## src/rtl/assert_macros.svh

```systemverilog
// ----------------------------------------------------------------------------
// Assertion macros
// Concurrent assertion wrappers that compile away when SYNTHESIS is defined.
// ----------------------------------------------------------------------------
`ifndef ASSERT_MACROS_SVH
`define ASSERT_MACROS_SVH

`ifndef SYNTHESIS
// Clocked property that is not checked while the reset is high.
`define ASSERT_CLK(label, clk, rst, prop, msg) \
   label: assert property (@(posedge clk) disable iff (rst) (prop)) else $error(msg);
// Clocked property that is checked at every edge, reset included.
`define ASSERT_NORST(label, clk, prop, msg) \
   label: assert property (@(posedge clk) (prop)) else $error(msg);
`else
`define ASSERT_CLK(label, clk, rst, prop, msg)
`define ASSERT_NORST(label, clk, prop, msg)
`endif

`endif

```

## src/rtl/dwc_ram.sv

```systemverilog
// ----------------------------------------------------------------------------
// Generic RAM
// One write port and one read port with registered read data.
// ----------------------------------------------------------------------------
`default_nettype none

module dwc_ram #(
   parameter int WIDTH = 16,
   parameter int DEPTH = 256
) (
   input  wire logic                     clock,
   input  wire logic                     we,
   input  wire logic [$clog2(DEPTH)-1:0] waddr,
   input  wire logic [WIDTH-1:0]         wdata,
   input  wire logic [$clog2(DEPTH)-1:0] raddr,
   output      logic [WIDTH-1:0]         rdata
);

   logic [WIDTH-1:0] mem_ff [DEPTH];
   logic [WIDTH-1:0] rdata_ff;

   always_ff @(posedge clock) begin
      if (we) begin
         mem_ff[waddr] <= wdata;
      end
      rdata_ff <= mem_ff[raddr];
   end

   assign rdata = rdata_ff;

endmodule

`default_nettype wire

```

## config.mk

```make
export PLATFORM = sky130hd
export DESIGN_NAME = dwc_ram
export DESIGN_NICKNAME = d
export VERILOG_FILES = /design/src/rtl/assert_macros.svh /design/src/rtl/dwc_ram.sv
export SDC_FILE = /design/constraint.sdc
export NUM_CORES = 2
export LEC_CHECK = 0
export BUFFER_PORTS_ARGS = -buffer_cell sky130_fd_sc_hd__buf_2
export CAP_MARGIN = 20
export CORE_MARGIN = 5
export CORE_UTILIZATION = 35
export CTS_BUF_LIST = sky130_fd_sc_hd__clkbuf_8 sky130_fd_sc_hd__clkbuf_16
export CTS_CLUSTER_DIAMETER = 80
export CTS_CLUSTER_SIZE = 30
export DETAILED_ROUTE_END_ITERATION = 16
export PLACE_DENSITY = 0.6
export SLEW_MARGIN = 30
export SYNTH_ARGS = -nofsm -noshare
export SYNTH_HDL_FRONTEND = slang
export SYNTH_SLANG_ARGS = --single-unit
```

## constraint.sdc

```tcl
create_clock -name clock -period 2.7 [get_ports clock]
set_input_delay 0.405 -clock clock [delete_from_list [all_inputs] [get_ports clock]]
set_output_delay 0.405 -clock clock [all_outputs]
set_load 0.005 [all_outputs]
```

# Word-level counts from Yosys, hierarchy flattened

Memories as Yosys holds them, arrays and structs flattened. A register that Yosys moved wholly into a read port is not among the register bits.
Index checks and enable logic that the tools add are counted.

ROM bits: 0
Memory bits (writable): 4,096
Latch bits: 0
Register bits after elaboration: 0
Memories: 1
Input port bits: 34

Memory list:

| memory | words | width | read ports | clocked after memory_dff | wr ports | RTL line      | RTL |
|---|---|---|---|---|---|---|---|
| mem_ff | 256   | 16    | 1          | 1                        | 1        | dwc_ram.sv:19 | `logic [WIDTH-1:0] mem_ff [DEPTH];` |

Mux-type cells: 2
Order comparisons: 0
Equal/unequal tests: 0
Div/mod/pow operators: 0
Shift-type cells: 0
$mul: 0
Bitwise logic cells: 0
$add $sub $neg: 0
Reductions and logical operators: 0

Operators with widths:

| cell    | number |
|---|---|
| $mux W1 | 2 |

# Logic depth before layout (Yosys ltp)

Word-level depth: 2
Depth in mapped cells: 12

# Worst setup path after synthesis

Ideal clock, no wire load.

Path kind: input to register
Start point: input waddr[3]
End point: memory mem_ff[235][0] (enable)
Setup slack: 0.130 ns
Path buffers: 3
Data required time: 2.312 ns
Cell stages on the path: 6
Arrival: 2.182 ns
Cell sequence: clkbuf_1 nor2b_1 clkbuf_1 nand4_1 clkbuf_1 nor2_1

RTL lines:

| item               | RTL line      | RTL |
|---|---|---|
| start: declaration | dwc_ram.sv:13 | `input wire logic [$clog2(DEPTH)-1:0] waddr,` |
| end: declaration   | dwc_ram.sv:19 |  |

Straight into the memory's write port.

==> flow_summary.ini <==
[cts]
numClockSinks = 4112
h-tree-depth = 4
numCtsBuffers = 173
cts_tree = built
clk_pin_slew_ns = 0.12
clk_latency_ns = 0.92
cts_setup_buffers = 0
clockBufferDepth = 4
root_buffer = clkbuf_16

[power]
power.switching_mw = 24.0
leakagePower_nw = 56.6
ir_drop_v = 0.000484
power_frac_comb = 0.069
pwr-share-clk = 0.291
p_int_mw = 86.0
finalPower_mw = 110
swShare = 0.218
powerDensity_nw_per_um2 = 610
seqPwrFrac = 0.640

[sta]
setup_viol = 1
fin_crit_sh = 1.00
tightest_slew_ns = 0.919
drv_slew = 0
tns_ns = -0.00146
finalCriticalPeriod_ns = 2.70
fmax_mhz = 370
rsz0062_at_grt = no
hold_viol_final = 0
max-slew-margin-rel = 0.383
setup_slack_ns = -0.00146
fin_worst_skew_ns = 0.0716

[status]
violations = negative setup slack
status = finished, violations left

[finish]
final_cells = 14300
design_area_um2 = 180000
utilization = 0.399
area_growth_pct = 13.6
drive_gt1_frac = 0.280
mostFrequentLayoutCells = edfxtp_1 (4096), buf_4 (855), mux4_2 (797), mux2i_1 (565), o221ai_1 (251)
fillerInstances = 39500
fin_nets = 8247
layout_commonest_cell = edfxtp_1

[critical_path]
cp_max_fo = 23
crit_required_ns = 3.53
worstSetupStartpointType = input pin
reg2regPathDepth = 6
cp.arrival_ns = 3.53
criticalPathCategory = input pin to flip-flop
cp-end-kind = flip-flop

[placement]
place_congestion = 0.866
dp_hpwl_um = 278000
dp.cells = 14000
post_dp_cell_area_um2 = 175000
io_buffer_count = 49

[die]
core_um2 = 452000
start_util = 0.351
die_h_um = 683
dieWidth_um = 683
rows = 247
io_pins = 50
dieArea_um2 = 467000

[synth]
ys_types = 52
syn_area_um2 = 159000
async_flop_share = 0
syn-num-nets = 7394
ys_ff_latch = 4112
synth.avg_cell_area_um2 = 21.6
synth_edf_count = 4096
yosys_warnings = 0
syn_inst = 7360
synth_flop_cell = edfxtp_1
ys_seq_area_frac = 0.777

[global_routing]
grt_max_degree = 124
grtUsageTotal = 0.179
grt_antenna_before_repair = 33
grt_pass1_wl_um = 610000
first_global_vias = 79400
grt_overflow = 0

[hold_path]
whs_path_depth = 4
hold_class = input pin to flip-flop

[route]
drt_wl_total_um = 431000
drtPass1Iterations = 8
drcViolationCount = 0
via_count = 79600
viasPerCell = 5.57
drt-initial-drc-count = 9800
ant_nets = 0
routedWlPerCell_um = 30.2

[run]
maxCapViolations = 0
## area by class of cell
class | count | area, um2 | share of cell area
Clock inverter | 69 | 694 | 0.00385
Tap cell | 5976 | 7480 | 0.0415
Timing Repair Buffer | 1130 | 11300 | 0.0625
Antenna cell | 15 | 37.5 | 0.000208
Sequential cell | 4112 | 123000 | 0.684
Inverter | 4 | 27.5 | 0.000153
Clock buffer | 176 | 4400 | 0.0244
Multi-Input combinational cell | 2792 | 33000 | 0.183
## metrics by stage
step | hold WS [ns] | worst slack, ns
after floorplan | 0.504 | 0.130
after global placement | 0.789 | -1.37
after detailed placement | 0.792 | -1.03
after CTS | 0.0510 | 0.0508
after global routing | 0.287 | 0.0289
final | 0.306 | -0.00146
## flip-flops by register name (all words and copies together) (netlist names)
name / cells
rdata: 16
mem_ff: 4096
## synth_stat cells (17+ instances only)
cell	n	area [um2]
a22o_1	32	280
o22ai_1	148	926
o221ai_1	252	2210
nand2_1	38	143
mux2i_1	565	5660
a21oi_1	175	876
buf_1	27	101
nor3_1	92	460
o32ai_1	20	175
nor2_1	304	1140
nand3_1	35	175
edfxtp_1	4096	123000
o21ai_0	37	185
mux4_2	797	17900
a211oi_1	18	135
nand4_1	26	163
buf_4	26	195
a22oi_1	43	323
buf_6	77	867
mux2_2	88	991
clkbuf_1	230	863
a221oi_1	28	245
nor4_1	17	106
buf_2	76	380
## worst max-delay path, cell delays in order
cell      delay, ns
buf_12         0.21
buf_12         0.23
buf_12         0.18
buf_4          0.22
buf_12         0.24
buf_4          0.26
mux2i_1        0.10
o221ai_1       0.33
a21oi_1        0.18
nor2_1         0.35
nand4_1        0.35
nor4_1         0.35
## routing by layer
layer / global-route usage / vias to the layer above / part of all wire
met5: 0 / - / 0.00019
met3: 0.0245 / 550 / 0.075
met4: 0.0582 / 12 / 0.038
met1: 0.246 / 42900 / 0.40
met2: 0.297 / 3412 / 0.49
li1: - / 32700 / -
## what timing repair did
action,4_1_cts,5_1_grt
endpoints found under the hold margin,423,25
cloned,0,0
setup endpoints to repair,4,4
pin swaps,0,2
hold buffers,15,1
resized for setup,4,8
## power groups by stage
stage / Sequential (mW) / Combinational (mW) / Clock (mW)
finish: 70.4 / 7.64 / 32.0
global placement: 71.9 / 7.50 / 0
global route: 70.4 / 7.98 / 34.9
floorplan: 71.8 / 3.47 / 0
detailed placement: 71.9 / 7.63 / 0
CTS: 70.4 / 7.67 / 32.7
## logic make-up after synthesis
logic type             count (synthesis)  share of synthesized area
DFF                                 4112                      0.777
muxes                               1450                      0.155
AOI/OAI and AO/OA                    786                     0.0354
and+or+nand+nor                      556                     0.0157
buffers and inverters                456                     0.0169
## final timing paths
check / start / endpoint / slack (ns)
hold / removal: waddr[4] / mem_ff[127][12] / 0.31
hold reg to reg: mem_ff[208][12] / rdata[12] / 1.16
setup / recovery: raddr[0] / rdata[7] / -0.001
setup reg to reg: mem_ff[27][0] / rdata[0] / 0.07
Note: power is estimated with default switching activity, not from simulation.
