<file path="config.mk">
export PLATFORM = sky130hd
export DESIGN_NAME = dwc_fifo
export DESIGN_NICKNAME = d
export VERILOG_FILES = /design/src/rtl/assert_macros.svh /design/src/rtl/dwc_pkg.sv /design/src/rtl/dwc_fifo.sv
export SDC_FILE = /design/constraint.sdc
export NUM_CORES = 1
export LEC_CHECK = 0
export BUFFER_PORTS_ARGS = -buffer_cell sky130_fd_sc_hd__buf_4
export CAP_MARGIN = 10
export CORE_AREA = 2 2 158 160
export CTS_BUF_LIST = sky130_fd_sc_hd__clkbuf_4 sky130_fd_sc_hd__clkbuf_8
export CTS_CLUSTER_DIAMETER = 100
export DETAILED_ROUTE_END_ITERATION = 7
export DIE_AREA = 0 0 160 162
export MAX_ROUTING_LAYER = met4
export SKIP_LAST_GASP = 1
export SYNTH_ARGS = -nofsm -noshare
export SYNTH_HDL_FRONTEND = slang
export SYNTH_SLANG_ARGS = --single-unit
</file>
<file path="constraint.sdc">
create_clock -name clock -period 3.6 [get_ports clock]
set_clock_uncertainty 0.05 [all_clocks]
set_input_delay 0.18 -clock clock [delete_from_list [all_inputs] [get_ports clock]]
set_output_delay 0.18 -clock clock [all_outputs]
set_load 0.1 [all_outputs]
</file>
<file path="src/rtl/assert_macros.svh">
// ----------------------------------------------------------------------------
// Assertion macros
// Concurrent assertion wrappers that compile away when SYNTHESIS is defined.
// ----------------------------------------------------------------------------
`ifndef ASSERT_MACROS_SVH
`define ASSERT_MACROS_SVH

`ifndef SYNTHESIS
// Clocked property that is not checked while the reset is high.
`define ASSERT_CLK(label, clk, rst, prop, msg) \
   label: assert property (@(posedge clk) disable iff (rst) (prop)) else $error(msg);
// Clocked property that is checked at every edge, reset included.
`define ASSERT_NORST(label, clk, prop, msg) \
   label: assert property (@(posedge clk) (prop)) else $error(msg);
`else
`define ASSERT_CLK(label, clk, rst, prop, msg)
`define ASSERT_NORST(label, clk, prop, msg)
`endif

`endif

</file>
<file path="src/rtl/dwc_pkg.sv">
// ----------------------------------------------------------------------------
// Depthwise convolution package
// Sizes, action codes and shared types of the depthwise 1D convolution block.
// ----------------------------------------------------------------------------
`default_nettype none

package dwc_pkg;

   localparam int MAX_CHANNELS = 256;
   localparam int TAPS         = 11;
   localparam int SAMPLE_BITS  = 16;

   localparam int HIST_DEPTH = TAPS - 1;
   localparam int HIST_BITS  = HIST_DEPTH * SAMPLE_BITS;
   localparam int FRAC_BITS  = SAMPLE_BITS - 4;
   localparam int PROD_BITS  = 2 * SAMPLE_BITS;
   localparam int ACC_BITS   = PROD_BITS + $clog2(TAPS);
   localparam int ADDR_BITS  = $clog2(MAX_CHANNELS);

   // Field widths of the stream items and the channel count register.
   localparam int CH_BITS  = 8;
   localparam int TAP_BITS = 4;
   localparam int ACT_BITS = 2;
   localparam int CFG_BITS = 9;
   localparam logic [CFG_BITS-1:0] CFG_RESET = 9'd192;

   // Result queue sizing.
   localparam int FIFO_DEPTH = 8;
   localparam int PTR_BITS   = $clog2(FIFO_DEPTH);
   localparam int CNT_BITS   = $clog2(FIFO_DEPTH + 1);
   localparam int OCC_BITS   = CNT_BITS + 1;

   typedef enum logic [ACT_BITS-1:0] {
      ACT_PUSH  = 2'd0,
      ACT_LOAD  = 2'd1,
      ACT_CLEAR = 2'd2
   } action_type;

   typedef logic signed [SAMPLE_BITS-1:0] sample_type;
   typedef sample_type sample_vec_type [TAPS];

   typedef struct packed {
      logic                    sat;
      logic signed [SAMPLE_BITS-1:0] value;
      logic [CH_BITS-1:0]      channel;
   } result_type;

   typedef struct packed {
      logic prod_valid;
      logic part_valid;
      logic res_valid;
   } mac_occ_type;

endpackage

`default_nettype wire

</file>
<file path="src/rtl/dwc_fifo.sv">
// ----------------------------------------------------------------------------
// Depthwise convolution result queue
// Small register queue that holds finished results until they are taken.
// ----------------------------------------------------------------------------
`default_nettype none

module dwc_fifo
   import dwc_pkg::*;
(
   input  wire logic                clock,
   input  wire logic                reset,
   input  wire logic                push,
   input  wire result_type          push_data,
   input  wire logic                pop,
   output      logic                out_valid,
   output      result_type          out_data,
   output      logic [CNT_BITS-1:0] count
);

   result_type          entries_ff [FIFO_DEPTH];
   logic [PTR_BITS-1:0] wr_ptr_ff;
   logic [PTR_BITS-1:0] wr_ptr_in;
   logic [PTR_BITS-1:0] rd_ptr_ff;
   logic [PTR_BITS-1:0] rd_ptr_in;
   logic [CNT_BITS-1:0] count_ff;
   logic [CNT_BITS-1:0] count_in;
   logic                do_pop;

   assign do_pop = pop && (count_ff != '0);

   always_comb begin
      wr_ptr_in = wr_ptr_ff;
      rd_ptr_in = rd_ptr_ff;
      count_in  = count_ff;
      if (push) begin
         wr_ptr_in = (wr_ptr_ff == PTR_BITS'(FIFO_DEPTH - 1)) ? '0 : wr_ptr_ff + 1'b1;
      end
      if (do_pop) begin
         rd_ptr_in = (rd_ptr_ff == PTR_BITS'(FIFO_DEPTH - 1)) ? '0 : rd_ptr_ff + 1'b1;
      end
      if (push && !do_pop) begin
         count_in = count_ff + 1'b1;
      end else if (!push && do_pop) begin
         count_in = count_ff - 1'b1;
      end
   end

   always_ff @(posedge clock) begin
      if (reset) begin
         wr_ptr_ff <= '0;
         rd_ptr_ff <= '0;
         count_ff  <= '0;
      end else begin
         wr_ptr_ff <= wr_ptr_in;
         rd_ptr_ff <= rd_ptr_in;
         count_ff  <= count_in;
      end
   end

   always_ff @(posedge clock) begin
      if (push) begin
         entries_ff[wr_ptr_ff] <= push_data;
      end
   end

   assign out_valid = (count_ff != '0);
   assign out_data  = entries_ff[rd_ptr_ff];
   assign count     = count_ff;

endmodule

`default_nettype wire

</file>
# After elaboration in Yosys (flattened, before gate mapping)
# Memory sizes are Yosys's and may differ from the RTL's. A register that Yosys moved wholly into a read port is not among the register bits.
# Index checks and enable logic that the tools add are counted.
# op_classes
n_addsub	4
eq_ne	2
muxes	8
reduce_logical	7
# ops
op	n
$mux W3	4
$mux W4	2
$add A3 B1 Y3 const B	2
$eq A3 B3 Y1 const B	2
$add A4 B1 Y4 const B	1
$reduce_bool A4 Y1	1
$sub A4 B1 Y4 const B	1
$logic_and A1 B1 Y1	3
$logic_not A1 Y1	2
$mux W1	2
$reduce_bool A2 Y1	1
# totals
reg_bits	10
ram_bits	200
input_bits	29
output_inout_bits	30
elab_cells	25
n_memories	1
# mem_list
name	words	word_bits	rd	rd_clocked_by_memory_dff	write_ports	line	source
entries_ff	8	25	1	1	1	dwc_fifo.sv:20	result_type entries_ff [FIFO_DEPTH];

# Depth between registers and ports, before layout
# logic_depth
ltp_word	5
ltp_mapped	9
depth_no_buf	9

# Worst setup path before layout
# Ideal clock, no wire load.
# synth_path
path_kind	register to register
from	register count_ff[1], in the netlist count[1]
to	register count_ff[3], in the netlist count[3]
setup_time_ns	0.121
arrival_ns	3.490
setup_slack_ns	-0.060
stages_incl_launch_ff	10
path_buffers	0
path_cell_list	dfxtp_1 -> or4_1 -> nand2_1 -> ha_1 -> inv_1 -> ha_1 -> a21oi_1 -> a211oi_1 -> a31oi_1 -> mux2_2
# synth_between
elab_chain_len	5
elab_cells_between_ends	10
cone_classes	add/sub (2); mux (2); reduce/logical (6)
# synth_rtl
item	line	source
start, declared	dwc_fifo.sv:25	logic [CNT_BITS-1:0] count_ff;
start signal, assigned	dwc_fifo.sv:56	count_ff <= count_in;
$reduce_bool A4 Y1 *	-	
net out_valid	dwc_fifo.sv:15	output logic out_valid,
$logic_and A1 B1 Y1 *	dwc_fifo.sv:29	assign do_pop = pop && (count_ff != '0);
$logic_not A1 Y1	dwc_fifo.sv:41	if (push && !do_pop) begin
$logic_and A1 B1 Y1	dwc_fifo.sv:41	
$mux W4 / $reduce_bool A2 Y1 (equally long branches)	-	
# The timed path passes the listed nets; every way through them passes the cells marked *. The select of a mux whose other input is x is not followed.
# A chain may end at the register's enable or synchronous reset.

==> results.md <==
* Hold Path Class: in -> reg
* Seq pwr share at 0.423
* Final Max Slew Viols at 0
* Syn Nets at 401
* Most common cell after layout, fill and taps aside: edfxtp_1
* Antenna violations before repair at 1
* Relative slew slack at 0.327
* Routed wire length at 16000 µm
* Synth warnings at 0
* I/O pins at 59
* DIE WIDTH at 160 µm
* Leak at 0.00343 µW
* Synth Area in Adders at 0.0129
* Worst EP required at 3.37 ns
* Port bufs at 58
* Synthesized instance count at 364
* Max cap viols at 0
* Status: finished clean
* Die Y at 162 µm
* Post-synthesis mux area share at 0.195
* Post-DP Area at 0.00921 mm²
* Pint at 4490 µW
* Post-synthesis sequential area ratio at 0.751
* Maximum clock rate at 335 MHz
* Final hold violation count at 0
* Clk Latency, worst-skew pair at 0.49 ns
* Setup TNS at 0 ns
* Top-area cell type share of the netlist area at 0.720
* Sw frac at 0.340
* Avg WL per Cell at 19.3 µm
* RSZ-0062 raised after global routing: false
* Clock Tree Root: clkbuf_8
* WP data arrival at 2.75 ns
* Tot Pwr at 6800 µW
* Synth area leaders: edfxtp_1 72%, mux4_1 16%, mux2_2 3.5%
* Syn Area/Cell at 22.9 µm²
* Largest family of logic cells by synthesized area: multiplexers
* Simple-Gate Fraction of Synth Area at 0.0189
* Slowest-stage cell, CP: dfxtp_2
* Share of layout cells above drive strength 1 at 0.315
* Sw Pwr at 2310 µW
* Delay-heaviest family, CP: multiplexers
* Post-DRT Antenna Nets at 0
* Area Growth Syn to Fin at 21.8%
* CP max FO at 22
* Largest net degree at the start of global routing at 51
* Post-Syn Area at 0.00834 mm²
* Site Rows at 57
* First-pass GRT wire length at 24200 µm
* Crit-path max cell delay at 0.81 ns
* Yosys reg bits at 213
* Clock sink total at 213
* Post-CTS setup buffer count at 0
* Power Density at 670 mW/mm²
* Period minus WS final at 2.98 ns
* CTS buffer count at 35
* Combinational share of power at 0.283
* Max clock buf depth at 3
* Most frequent cells in the layout: 200 x edfxtp_1, 65 x buf_4, 50 x mux4_1
* Total Routing Usage GR at 0.129
* Vias per cell at 4.69
* Unique cell type count in the Yosys netlist at 25
* Vias in the first global route at 4219
* CTS Hold Bufs at 28
* DRC violations left at 0
* Final Non-Filler Cells at 829
* Starting density of the core at 0.346
* Hold WS at 0.392 ns
* Clk pwr share at 0.294
* Post-route design area at 0.0102 mm²
* CP startpoint kind: register
* Worst slew pin tran at 1.01 ns
* Crit share post-route at 0.829
* Compound-Gate Fraction of Synth Area at 0.00585
* Core ar. at 0.0241 mm²
* WP buf/inv at 2
* GP Congestion at 0.733
* Worst vdd ir at 0.604 mV
* DR iter-0 viols at 178
* Yosys top cell by area: edfxtp_1
* Htree depth at 2
* Nature of the critical path endpoint: output pin
* Total gr overflow at 0
* Final HPWL DP at 8540 µm
* DR vias at 3884
* CP Class: reg -> out
* Initial DRT Pass Iterations at 4
* CTS tree: done
* Final net count at 515
* Dpl cells at 737
* Post-CTS sizing at 0
* Worst-path clk slew at 0.06 ns
* Xor/xnor share of the synthesized area at 0.00210
* Final setup viols at 0
* Cell Chain, Critical Path: buf_12 > mux4_1 > mux2_2 > buf_4
* Die Area at 0.0259 mm²
power groups by stage:
stage	clock network, µW	registers, µW	logic (µW)
floorplan	0	3020	1440
global placement	0	2920	1890
detailed placement	0	2930	1920
CTS	2060	2880	1950
global route	2160	2890	2020
finish	2000	2880	1920
kinds of logic after synthesis:
group / count (synthesis)
DFF: 213
muxes: 78
and+or+nand+nor: 35
buffers and inverters: 19
AOI/OAI and AO/OA: 9
adders and majority gates: 8
xor gates and xnor gates: 2
Yosys cell counts, drive strengths merged:
cell      n
dfxtp    13
nand2     7
or4       1
fa        1
xnor2     1
edfxtp  200
nor2b     1
nand4b    1
mux4     50
nand3     2
nand2b    3
buf      13
a21oi     7
nor2     17
mux2i     2
ha        7
xor2      1
a211oi    1
mux2     26
inv       2
clkbuf    4
nor3      2
a31oi     1
or3       1
final cells by class:
cell class              count  area, µm²
diodes                      1       2.50
clock buffers              48        598
clock inverters            15       70.1
fillers                  2149      13900
inverters                   2       7.51
multi-input cells         132       2020
flip-flops and latches    213       6270
well taps                 324        405
repair buffers             94        788
sequential cells by signal (all words and copies together) (netlist names), named ones only:
register and count:
rd_ptr_ff 3, wr_ptr_ff 3, count 4, entries_ff 200
worst paths after layout:
kind,cells past startpoint,slack [ns],to,start
worst max-delay path,4,0.62,out_data[0],register
worst min-delay path,2,0.39,entries_ff[7][16],push_data[16]
worst max register to register,9,0.82,count[3],count[1]
worst min register to register,2,0.45,register,rd_ptr_ff[2]
layer usage:
layer / vias to the layer above / track usage / part of all wire
met5: - / - / 0
met4: 0 / 0.0422 / 0.021
met3: 31 / 0.0319 / 0.048
met2: 84 / 0.218 / 0.50
met1: 1974 / 0.152 / 0.43
li1: 1795 / - / -
per-stage QoR:
| step | util | setup slack, ns |
|---|---|---|
| final | 0.421 | 0.617 |
| after global routing | 0.421 | 0.501 |
| after CTS | 0.421 | 0.544 |
| after detailed placement | 0.382 | 0.885 |
| after global placement | 0.382 | 1.04 |
| after floorplan | - | 0.398 |
No activity file was read; power rests on OpenSTA's default activity.
